## config.mk

```make
export PLATFORM = sky130hd
export DESIGN_NAME = steering_agent_step
export DESIGN_NICKNAME = d
export VERILOG_FILES = /design/src/sv/sas_pkg.sv /design/src/sv/sas_unit.sv /design/src/sv/steering_agent_step.sv
export SDC_FILE = /design/constraint.sdc
export NUM_CORES = 2
export LEC_CHECK = 0
export ABC_CLOCK_PERIOD_IN_PS = 11200
export CAP_MARGIN = 20
export CORE_ASPECT_RATIO = 0.6
export CORE_MARGIN = 2
export CORE_UTILIZATION = 46
export CTS_BUF_LIST = sky130_fd_sc_hd__clkbuf_8
export DETAILED_ROUTE_END_ITERATION = 8
export DONT_BUFFER_PORTS = 1
export PLACE_DENSITY = 0.63
export SYNTH_ARGS = -nofsm -noshare
export SYNTH_HDL_FRONTEND = slang
export SYNTH_SLANG_ARGS = --single-unit
```

## constraint.sdc

```tcl
create_clock -name clk -period 11.2 [get_ports clk]
set_input_delay 0 -clock clk [delete_from_list [all_inputs] [get_ports clk]]
set_output_delay 0 -clock clk [all_outputs]
set_load 0.03 [all_outputs]
```

## src/sv/sas_pkg.sv

```systemverilog
// ----------------------------------------------------------------------------
// sas_pkg
// Shared types and constants of the steering agent step block.
// ----------------------------------------------------------------------------
`default_nettype none

package sas_pkg;

  localparam int FRAC_BITS_DEF = 16;
  localparam int WORD_BITS_DEF = 32;

  localparam int CFG_IDX_BITS = 2;
  localparam int CFG_DATA_BITS = 31;

  localparam logic [CFG_IDX_BITS-1:0] REG_MODE  = 2'd0;
  localparam logic [CFG_IDX_BITS-1:0] REG_SPEED = 2'd1;
  localparam logic [CFG_IDX_BITS-1:0] REG_FORCE = 2'd2;

  localparam logic [1:0] MODE_FLEE   = 2'd1;
  localparam logic [1:0] MODE_PURSUE = 2'd2;

  localparam logic CMD_PLACE = 1'b1;

  typedef enum logic [2:0] {
    OP_MUL  = 3'b001,
    OP_SQRT = 3'b010,
    OP_DIV  = 3'b100
  } sas_op_t;

endpackage

`default_nettype wire

```

## src/sv/sas_unit.sv

```systemverilog
// ----------------------------------------------------------------------------
// sas_unit
// Radix-2 arithmetic unit: shift-add multiply, digit-by-digit square root
// and restoring division, one bit per cycle; root and division share one compare path.
// ----------------------------------------------------------------------------
`default_nettype none

module sas_unit
  import sas_pkg::*;
#(
  parameter int PW = 64
) (
  input  wire logic          clk,
  input  wire logic          rst,
  input  wire logic          start,
  input  wire sas_op_t       op,
  input  wire logic [PW-1:0] a,
  input  wire logic [PW-1:0] b,
  output logic               done,
  output logic [PW-1:0]      res
);

  localparam int HW = PW / 2;
  localparam int AW = PW + 2;
  localparam int CW = $clog2(PW + 1);

  sas_op_t        op_r;
  logic           busy;
  logic [CW-1:0]  cnt;
  logic [AW-1:0]  acc;
  logic [PW-1:0]  ma;
  logic [PW-1:0]  mb;
  logic [PW-1:0]  q;

  logic [AW-1:0]  rem_s;
  logic [AW-1:0]  trial;
  logic [AW:0]    diff;
  logic           ge;

  always_comb begin
    if (op_r == OP_SQRT) begin
      rem_s = {acc[AW-3:0], ma[PW-1:PW-2]};
      trial = {q, 2'b01};
    end else begin
      rem_s = {acc[AW-2:0], ma[PW-1]};
      trial = {2'b00, mb};
    end
    diff = {1'b0, rem_s} - {1'b0, trial};
    ge   = ~diff[AW];
  end

  always_ff @(posedge clk) begin
    if (rst) begin
      busy <= 1'b0;
      done <= 1'b0;
      cnt  <= '0;
      op_r <= OP_MUL;
    end else begin
      done <= 1'b0;
      if (start) begin
        op_r <= op;
        acc  <= '0;
        q    <= '0;
        ma   <= a;
        mb   <= b;
        cnt  <= (op == OP_DIV) ? CW'(PW) : CW'(HW);
        busy <= 1'b1;
      end else if (busy) begin
        unique case (op_r)
          OP_MUL: begin
            if (mb[0]) acc <= acc + {2'b00, ma};
            ma <= ma << 1;
            mb <= mb >> 1;
          end
          OP_SQRT: begin
            acc <= ge ? diff[AW-1:0] : rem_s;
            q   <= {q[PW-2:0], ge};
            ma  <= ma << 2;
          end
          OP_DIV: begin
            acc <= ge ? diff[AW-1:0] : rem_s;
            q   <= {q[PW-2:0], ge};
            ma  <= ma << 1;
          end
          default: ;
        endcase
        cnt <= cnt - CW'(1);
        if (cnt == CW'(1)) begin
          busy <= 1'b0;
          done <= 1'b1;
        end
      end
    end
  end

  assign res = (op_r == OP_MUL) ? acc[PW-1:0] : q;

endmodule

`default_nettype wire

```

## src/sv/steering_agent_step.sv

```systemverilog
// ----------------------------------------------------------------------------
// steering_agent_step
// Seek / flee / pursuit steering agent, one simulation tick per request.
// ----------------------------------------------------------------------------
// A place request loads location and velocity and answers without the
// arithmetic unit. A step request runs up to five vector passes (distance,
// pursuit offset, desired, steering limit, speed limit) on one bit-serial
// unit: each pass is two squares and then, as needed, a limit square, a root
// and two multiply/divide pairs. Input is refused while a request is in
// work; a finished result waits in the output register.
`default_nettype none

module steering_agent_step
  import sas_pkg::*;
#(
  parameter int FRAC_BITS = FRAC_BITS_DEF,
  parameter int WORD_BITS = WORD_BITS_DEF
) (
  input  wire logic                     clk,
  input  wire logic                     rst,
  input  wire logic                     s_tvalid,
  output logic                          s_tready,
  // target_x, target_y, place_x, place_y, place_vx, place_vy
  input  wire logic [191:0]             s_tdata,
  // cmd
  input  wire logic                     s_tuser,
  output logic                          m_tvalid,
  input  wire logic                     m_tready,
  // loc_x, loc_y, speed_x, speed_y
  output logic [127:0]                  m_tdata,
  input  wire logic                     cfg_valid,
  output logic                          cfg_ready,
  input  wire logic [CFG_IDX_BITS-1:0]  cfg_index,
  input  wire logic [CFG_DATA_BITS-1:0] cfg_data
);

  localparam int W  = WORD_BITS;
  localparam int MW = (W > 31) ? W : 31;
  localparam int HW = MW + 1;
  localparam int PW = 2 * HW;
  localparam int XW = ((W > 32) ? W : 32) + 2;

  localparam logic signed [XW-1:0] WMAX = XW'((64'd1 << (W - 1)) - 64'd1);
  localparam logic signed [XW-1:0] WMIN = -WMAX - XW'(1);
  localparam logic signed [XW-1:0] OMAX = XW'(64'h7FFF_FFFF);
  localparam logic signed [XW-1:0] OMIN = -OMAX - XW'(1);
  localparam logic [30:0] SPEED_RST = 31'(64'd10 << FRAC_BITS);
  localparam logic [30:0] FORCE_RST = 31'((64'd4 << FRAC_BITS) / 10);
  localparam logic signed [XW-1:0] MOTY_RAW = -(XW'(2) <<< FRAC_BITS);

  typedef enum logic [11:0] {
    ST_IDLE = 12'b000000000001,
    ST_SQX  = 12'b000000000010,
    ST_SQY  = 12'b000000000100,
    ST_SQL  = 12'b000000001000,
    ST_ROOT = 12'b000000010000,
    ST_MULX = 12'b000000100000,
    ST_DIVX = 12'b000001000000,
    ST_MULY = 12'b000010000000,
    ST_DIVY = 12'b000100000000,
    ST_NEXT = 12'b001000000000,
    ST_DONE = 12'b010000000000,
    ST_WAIT = 12'b100000000000
  } state_t;

  typedef enum logic [4:0] {
    PH_DIST = 5'b00001,
    PH_MOT  = 5'b00010,
    PH_DES  = 5'b00100,
    PH_STR  = 5'b01000,
    PH_VEL  = 5'b10000
  } phase_t;

  function automatic logic signed [W-1:0] sat(input logic signed [XW-1:0] v);
    if (v > WMAX) return WMAX[W-1:0];
    if (v < WMIN) return WMIN[W-1:0];
    return v[W-1:0];
  endfunction

  function automatic logic signed [XW-1:0] ext(input logic signed [W-1:0] v);
    return {{(XW-W){v[W-1]}}, v};
  endfunction

  function automatic logic signed [W-1:0] add_s(input logic signed [W-1:0] x,
                                                input logic signed [W-1:0] y);
    return sat(ext(x) + ext(y));
  endfunction

  function automatic logic signed [W-1:0] sub_s(input logic signed [W-1:0] x,
                                                input logic signed [W-1:0] y);
    return sat(ext(x) - ext(y));
  endfunction

  function automatic logic [W-1:0] mag(input logic signed [W-1:0] v);
    return v[W-1] ? -v : v;
  endfunction

  function automatic logic signed [W-1:0] in_word(input logic [31:0] v);
    return sat({{(XW-32){v[31]}}, v});
  endfunction

  function automatic logic [31:0] out_word(input logic signed [W-1:0] v);
    logic signed [XW-1:0] e;
    e = ext(v);
    if (e > OMAX) return OMAX[31:0];
    if (e < OMIN) return OMIN[31:0];
    return e[31:0];
  endfunction

  state_t  state;
  phase_t  phase;
  logic    issued;
  logic [1:0]  steer_mode;
  logic [30:0] speed_limit;
  logic [30:0] force_limit;

  logic signed [W-1:0] pos_x, pos_y, mot_x, mot_y, prev_x, prev_y;
  logic signed [W-1:0] tgt_x, tgt_y, des_x, des_y, vx, vy;
  logic [MW-1:0] lim;
  logic [HW-1:0] len;
  logic [PW-1:0] n2;

  logic          u_start, u_done;
  sas_op_t       u_op;
  logic [PW-1:0] u_a, u_b, u_res;
  logic signed [W-1:0] scaled;
  logic signed [W-1:0] t_x, t_y, d_x, d_y;
  logic signed [W-1:0] nvx, nvy;

  sas_unit #(.PW(PW)) u_alu (
    .clk   (clk),
    .rst   (rst),
    .start (u_start),
    .op    (u_op),
    .a     (u_a),
    .b     (u_b),
    .done  (u_done),
    .res   (u_res)
  );

  assign cfg_ready = 1'b1;
  assign s_tready  = (state == ST_IDLE);

  always_comb begin
    u_op = OP_MUL;
    u_a  = '0;
    u_b  = '0;
    unique case (state)
      ST_SQX:  begin u_a = PW'(mag(vx)); u_b = PW'(mag(vx)); end
      ST_SQY:  begin u_a = PW'(mag(vy)); u_b = PW'(mag(vy)); end
      ST_SQL:  begin u_a = PW'(lim); u_b = PW'(lim); end
      ST_ROOT: begin u_op = OP_SQRT; u_a = n2; end
      ST_MULX: begin u_a = PW'(mag(vx)); u_b = PW'(lim); end
      ST_MULY: begin u_a = PW'(mag(vy)); u_b = PW'(lim); end
      ST_DIVX, ST_DIVY: begin u_op = OP_DIV; u_a = n2; u_b = PW'(len); end
      default: ;
    endcase
    u_start = !issued && (state == ST_SQX || state == ST_SQY || state == ST_SQL ||
              state == ST_ROOT || state == ST_MULX || state == ST_DIVX ||
              state == ST_MULY || state == ST_DIVY);
  end

  always_comb begin
    logic signed [XW-1:0] qx;
    logic                 neg;
    qx     = XW'(u_res[MW-1:0]);
    neg    = (state == ST_DIVX) ? vx[W-1] : vy[W-1];
    scaled = sat(neg ? -qx : qx);
    t_x    = in_word(s_tdata[31:0]);
    t_y    = in_word(s_tdata[63:32]);
    d_x    = sub_s(t_x, pos_x);
    d_y    = sub_s(t_y, pos_y);
    nvx    = add_s(des_x, vx);
    nvy    = add_s(des_y, vy);
  end

  always_ff @(posedge clk) begin
    if (rst) begin
      state       <= ST_IDLE;
      phase       <= PH_DES;
      issued      <= 1'b0;
      m_tvalid    <= 1'b0;
      steer_mode  <= '0;
      speed_limit <= SPEED_RST;
      force_limit <= FORCE_RST;
      pos_x       <= '0;
      pos_y       <= '0;
      mot_x       <= '0;
      mot_y       <= sat(MOTY_RAW);
      prev_x      <= '0;
      prev_y      <= '0;
    end else begin
      if (cfg_valid) begin
        unique case (cfg_index)
          REG_MODE:  steer_mode  <= cfg_data[1:0];
          REG_SPEED: speed_limit <= cfg_data;
          REG_FORCE: force_limit <= cfg_data;
          default: ;
        endcase
      end
      if (m_tvalid && m_tready && state != ST_WAIT) m_tvalid <= 1'b0;
      if (u_start) issued <= 1'b1;
      if (u_done)  issued <= 1'b0;

      unique case (state)
        ST_IDLE: begin
          if (s_tvalid) begin
            if (s_tuser == CMD_PLACE) begin
              pos_x <= in_word(s_tdata[95:64]);
              pos_y <= in_word(s_tdata[127:96]);
              mot_x <= in_word(s_tdata[159:128]);
              mot_y <= in_word(s_tdata[191:160]);
              state <= ST_DONE;
            end else begin
              tgt_x <= t_x;
              tgt_y <= t_y;
              state <= ST_SQX;
              if (steer_mode == MODE_FLEE) begin
                des_x <= sat(-ext(d_x));
                des_y <= sat(-ext(d_y));
                vx    <= sat(-ext(d_x));
                vy    <= sat(-ext(d_y));
                lim   <= MW'(speed_limit);
                phase <= PH_DES;
              end else begin
                des_x <= d_x;
                des_y <= d_y;
                vx    <= d_x;
                vy    <= d_y;
                lim   <= MW'(speed_limit);
                phase <= (steer_mode == MODE_PURSUE) ? PH_DIST : PH_DES;
              end
            end
          end
        end
        ST_SQX: if (u_done) begin
          n2    <= u_res;
          state <= ST_SQY;
        end
        ST_SQY: if (u_done) begin
          n2    <= n2 + u_res;
          state <= (phase == PH_STR || phase == PH_VEL) ? ST_SQL : ST_ROOT;
        end
        ST_SQL: if (u_done) begin
          state <= (n2 > u_res) ? ST_ROOT : ST_NEXT;
        end
        ST_ROOT: if (u_done) begin
          len <= u_res[HW-1:0];
          if (phase == PH_DIST) begin
            state <= ST_NEXT;
          end else if (u_res == '0) begin
            vx    <= '0;
            vy    <= '0;
            state <= ST_NEXT;
          end else begin
            state <= ST_MULX;
          end
        end
        ST_MULX: if (u_done) begin
          n2    <= u_res;
          state <= ST_DIVX;
        end
        ST_DIVX: if (u_done) begin
          vx    <= scaled;
          state <= ST_MULY;
        end
        ST_MULY: if (u_done) begin
          n2    <= u_res;
          state <= ST_DIVY;
        end
        ST_DIVY: if (u_done) begin
          vy    <= scaled;
          state <= ST_NEXT;
        end
        ST_NEXT: begin
          state <= ST_SQX;
          unique case (phase)
            PH_DIST: begin
              vx    <= sub_s(tgt_x, prev_x);
              vy    <= sub_s(tgt_y, prev_y);
              lim   <= MW'(len);
              phase <= PH_MOT;
            end
            PH_MOT: begin
              des_x  <= nvx;
              des_y  <= nvy;
              vx     <= nvx;
              vy     <= nvy;
              prev_x <= tgt_x;
              prev_y <= tgt_y;
              lim    <= MW'(speed_limit);
              phase  <= PH_DES;
            end
            PH_DES: begin
              vx    <= sub_s(vx, mot_x);
              vy    <= sub_s(vy, mot_y);
              lim   <= MW'(force_limit);
              phase <= PH_STR;
            end
            PH_STR: begin
              vx    <= add_s(mot_x, vx);
              vy    <= add_s(mot_y, vy);
              lim   <= MW'(speed_limit);
              phase <= PH_VEL;
            end
            default: begin
              mot_x <= vx;
              mot_y <= vy;
              pos_x <= add_s(pos_x, vx);
              pos_y <= add_s(pos_y, vy);
              state <= ST_DONE;
            end
          endcase
        end
        ST_DONE: state <= ST_WAIT;
        ST_WAIT: begin
          if (!m_tvalid || m_tready) begin
            m_tdata  <= {out_word(mot_y), out_word(mot_x),
                         out_word(pos_y), out_word(pos_x)};
            m_tvalid <= 1'b1;
            state    <= ST_IDLE;
          end
        end
        default: state <= ST_IDLE;
      endcase
    end
  end

  a_accept_leaves_idle: assert property (@(posedge clk) disable iff (rst)
    s_tvalid && s_tready |=> state != ST_IDLE)
    else $error("request accepted but sequencer stayed idle");

  a_idle_no_op: assert property (@(posedge clk) disable iff (rst)
    state == ST_IDLE |-> !issued)
    else $error("arithmetic operation outstanding while idle");

  a_result_loads_once: assert property (@(posedge clk) disable iff (rst)
    state == ST_WAIT && (!m_tvalid || m_tready) |=> m_tvalid && state == ST_IDLE)
    else $error("result not presented on completion");

endmodule

`default_nettype wire

```

# Word level (Yosys, flattened, before mapping)
# Index checks and enable logic that the tools add are counted.
# op_classes
addsub,21
n_mul,0
n_div,0
order_cmp,51
n_eq_ne,47
n_shift,0
n_mux,395
bitwise,4
reduce_logical,56
# op_table
operator,count
$mux W32,128
$mux W66,10
$pmux W32 S4,4
$pmux W32 S2,7
$gt A33 B32 Y1 const B,12
$lt A33 B32 Y1 const B,12
$mux W68,5
$gt A32 B32 Y1 const B,10
$lt A32 B32 Y1 const B,10
$pmux W66 S2,2
$pmux W66 S4,1
$mux W1,207
$add A32 B32 Y33,6
$sub A32 B32 Y33,6
$pmux W12 S12,1
$pmux W68 S2,1
$pmux W33 S4,1
$mux W12,10
$gt A34 B32 Y1 const B,3
$lt A34 B32 Y1 const B,3
$neg A32 Y34,3
$pmux W32 S3,1
$sub A68 B68 Y69,1
$add A68 B66 Y68,1
other kinds (60),129
# word_totals
regBits,1004
latchBits,0
ramBits,0
rom_bits,0
in_bits,231
memories,0

# Depth between registers and ports, before layout
# depth
ltp_word,31
depth_mapped,28
depth_no_buf,24

# By module
# From an unflattened synthesis, not the netlist that was laid out.
# hier_totals
cells_unflattened,10590
hier_area_um2,86909.6
# by_module_without_submodules
mod,n_inst,cells_each,area_each_um2,seq_area_each_um2
steering_agent_step,1,8332,64597.0,19048.3
sas_unit,1,2258,22312.6,8197.9

# Worst setup path after synthesis
# No wires, ideal clock.
# synth_path
kind,register -> register
start,register state[7]
end,register m_tdata[0] (enable)
setup_ns,0.772
t_arrival_ns,9.874
required_time_ns,10.428
setup_slack_ns,0.554
stages_incl_launch_ff,6
n_path_buf,1
synth_period_minus_slack_ns,10.646
path_cell_list,dfxtp_1 > nor3_1 > and2_1 > clkbuf_1 > nand4b_1 > nor3_1
# synth_between
elab_chain_cells,2
# synth_rtl
item,line,source
from (decl),steering_agent_step.sv:110,state_t state;
from (signal assigned),steering_agent_step.sv:242,state <= (phase == PH_STR || phase == PH_VEL) ? ST_SQL : ST_ROOT;
from (signal assigned),steering_agent_step.sv:245,state <= (n2 > u_res) ? ST_ROOT : ST_NEXT;
$eq A12 B12 Y1,steering_agent_step.sv:205,unique case (state)
$reduce_and A3 Y1 (no source line),-,
to (signal assigned),steering_agent_step.sv:318,"m_tdata <= {out_word(mot_y), out_word(mot_x),"
to (decl),steering_agent_step.sv:30,"output logic [127:0] m_tdata,"
# No other way between the ends.
# A chain may end at the register's enable or synchronous reset.

# Final worst setup path
# layout_path
start,register u_alu.op_r[2]
end,register n2[61] (data pin)
# layout_between
elab_chain_cells,5
elab_cells_between_ends,6
# layout_rtl
item,line,source
from (decl),sas_unit.sv:27,sas_op_t op_r;
from (signal assigned),sas_unit.sv:61,op_r <= op;
$eq A3 B1 Y1,sas_unit.sv:96,assign res = (op_r == OP_MUL) ? acc[PW-1:0] : q;
$mux W66,sas_unit.sv:96,
named net u_alu.res[1],sas_unit.sv:20,output logic [PW-1:0] res
$add A66 B66 Y66,steering_agent_step.sv:241,n2 <= n2 + u_res;
$mux W66,steering_agent_step.sv:240,ST_SQY: if (u_done) begin
$pmux W66 S2,steering_agent_step.sv:205,
to (signal assigned),steering_agent_step.sv:237,n2 <= u_res;
to (signal assigned),steering_agent_step.sv:241,
to (signal assigned),steering_agent_step.sv:260,n2 <= u_res;
to (decl),steering_agent_step.sv:121,logic [PW-1:0] n2;
# The timed path passes the listed nets, and every way through them passes these cells. The select of a mux whose other input is x is not followed.

==> results.md <==
- CTS buffer count: 173
- Top delay family on crit path: compound AO/OA/AOI/OAI gates
- First-pass GRT wire length: 546000 µm
- Largest net degree at the start of global routing: 260
- Die Area: 186000 µm²
- Post-route insts no fill: 13027
- Most numerous cell in the Yosys netlist: a21oi_1
- Hold Vio Cnt, Final: 0
- Outcome: finished, violations left
- Setup TNS: 0 ns
- Initial antenna violation count: 34
- Final Max Slew Viols: 0
- Nets@finish: 11387
- Fin crit period: just under 8 ns
- HP Class: input pin to flip-flop
- Critical path's most frequent cell: a21oi_1
- EDFF count, synth: approximately 700
- Kind of critical path: flip-flop to flip-flop
- CP Launch Type: flip-flop
- Max_slew headroom: 0.00226
- Final setup vio count: 0
- Syn Std Cell Area: between 80000 and 90000 µm²
- Maximum vdd drop: 0.0000960 V
- Clock Skew: between 0.07 and 0.08 ns
- CP bufs+invs: 2
- Remaining routing DRC violations: 0
- Post-Place Cells: between 10000 and 15000
- Total congestion overflow: 0
- Worst-margin pin slew: 1.46 ns
- Leakage Power: 36.7 nW
- Number of synthesized register bits: 970
- Register area share after synthesis: 0.313
- Die width: 555 µm
- Initial core utilization: 0.462
- Core Box Area: 181000 µm²
- Ys async rst share: 0
- Vert. Die Dim: about 330 µm
- I/O Pins: 362
- Synth top area share: 0.245
- Failing checks: capacitance limit
- DRT antenna net count: 0
- CTS max path bufs: 4
- Average routed wire per standard cell: 29.4 µm
- IO buf count: 0
- Post-DR vias/cell: roughly 6.7
- Core Rows: around 120
- Arr. time, crit path: 8.49 ns
- Crit-path max FO: 44
- Cell chain of the critical path: or3b_4 -> buf_4 -> mux2i_1 -> inv_1 -> ha_1 -> a21o_1 -> a21oi_1 -> o21ai_0 -> a21oi_1 -> o311ai_0 -> o211ai_1 -> o22ai_1 -> a41oi_1 -> o21ai_0 -> a211oi_1 -> o31ai_1 -> a21oi_1 -> xor2_1 -> a21oi_1
- Detailed placement HPWL: roughly 290000 µm
- Post-synth top area cell: edfxtp_1
- PostCTS Resize Cnt: 0
- TritonRoute pass-1 iters: 9
- Clk root buf: clkbuf_8
- Top post-synthesis cells by area: edfxtp_1, ha_1, a21oi_1, dfxtp_1, nand2_1
- Htree depth: 4
- CTS clock-pin slew for the worst setup and hold paths: 0.07 ns
- Initial drt markers: ~14000
- Hold slack: 0.0619 ns
- Net Count, Synth: 11203
- Synth cell types: 115
- Yosys warns: 0
- Worst slack, placed: 3.74 ns
- Gr usage total: 0.396
- Achievable Freq: 0.128 GHz
- Fraction of layout cells with a size suffix above 1: 0.0646
- Max Cap Viol: 1
- Crit end category: flip-flop
- Post-Route WL: 383000 µm
- Synthesized area per cell: slightly above 8 µm²
- Slowest stage cell, crit path: a21oi_1
- Final core occ: 0.523
- Area delta synth->final: 13.1%
- CTS tree: done
- Vias in the first global route: 78002
- Via Count: 86643
- Clock sinks: 970
- Unrepaired setup endpoints after global routing: false
- Flop-to-flop setup slack: 3.38 ns
- Worst setup margin: 3.38 ns
- Power Total: 17.0 mW
- Synth Flop Type: edfxtp_1
- Pwr Density: between 150 and 200 nW/µm²
- Placed inst area: 85700 µm²
- CP required: between 10 and 15 ns
- Skew-Pair Late Insertion Delay: 0.96 ns
- Worst path max stage delay: 1.05 ns
- Crit share post-route: 0.698
- Commonest cells post-synth: a21oi_1, nand2_1, nor2_1
- Final instance area: 94800 µm²
- Synthesized instance count: 10298
- RePlAce Congestion: about 1.0
placed cells by master, fill, tap and decap left out, drive strengths merged, types with 185 or more instances in the layout:
cell type and n:
nand3 185, nor2 786, edfxtp 683, nand2 1106, dlygate4sd3 550, clkbuf 196
inv 563, a21oi 1213, xnor2 344, o21ai 738, a21o 311, xor2 194
dfxtp 287, buf 206, ha 659
cell families after synthesis:
family	share of synthesized area
xor gates and xnor gates	0.0563
muxes	0.0321
adders and majority gates	0.104
DFF	0.313
other	0.0000448
AOI/OAI and AO/OA	0.268
and+or+nand+nor	0.168
buffers and inverters	0.0575
layer usage:
metal / global-route usage / routed length, µm / vias to the layer above
li1: - / - / 37992
met1: 0.607 / 173000 / 41822
met2: 0.490 / 137000 / 6166
met3: 0.167 / 62900 / 643
met4: 0.0964 / 9920 / 20
met5: 0 / 113 / -
worst register-to-register path, delay by kind of cell, from the launching register on:
kind,cells,cell delay [ns]
xor gates and xnor gates,1,0.16
buffers and inverters,2,0.83
and+or+nand+nor,1,0.20
muxes,1,0.61
adders and majority gates,1,0.36
DFF,1,0.56
AOI/OAI and AO/OA,13,4.79
area by class of cell:
cell class                 count  area [µm²]
fill                       17013       86400
multi-input combinational   8065       53100
sequential                   970       26300
timing repair buffer         759        7210
tap                         2398        3000
clock buffer                 193        2660
inverter                     513        1930
clock inverter               110         628
antenna                       19        47.5
registers in the layout, indices dropped and copies added (netlist names), 33 cells and up:
signal / count
m_tdata: 128
u_alu.acc: 67
n2: 66
u_alu.ma: 66
u_alu.q: 66
len: 33
u_alu.mb: 33
final timing paths:
path,start,end,cells after the start
setup / recovery,u_alu.op_r[2],n2[61],19
hold reg to reg,prev_x[31],prev_x[31],2
hold / removal,s_tdata[1],des_x[3],7
setup reg to reg,u_alu.op_r[2],n2[61],19
power by group:
part / internal [mW] / switching [mW]
clock: 1.70 / 1.76
combinational: 2.92 / 5.92
sequential: 4.28 / 0.410
total: 8.89 / 8.09
timing repair:
| action | 4_1_cts | 5_1_grt |
|---|---|---|
| endpoints found under the hold margin | 874 | 0 |
| buffers inserted | 0 | 0 |
| hold buffers | 551 | 0 |
Note: power is estimated with default switching activity, not from simulation.
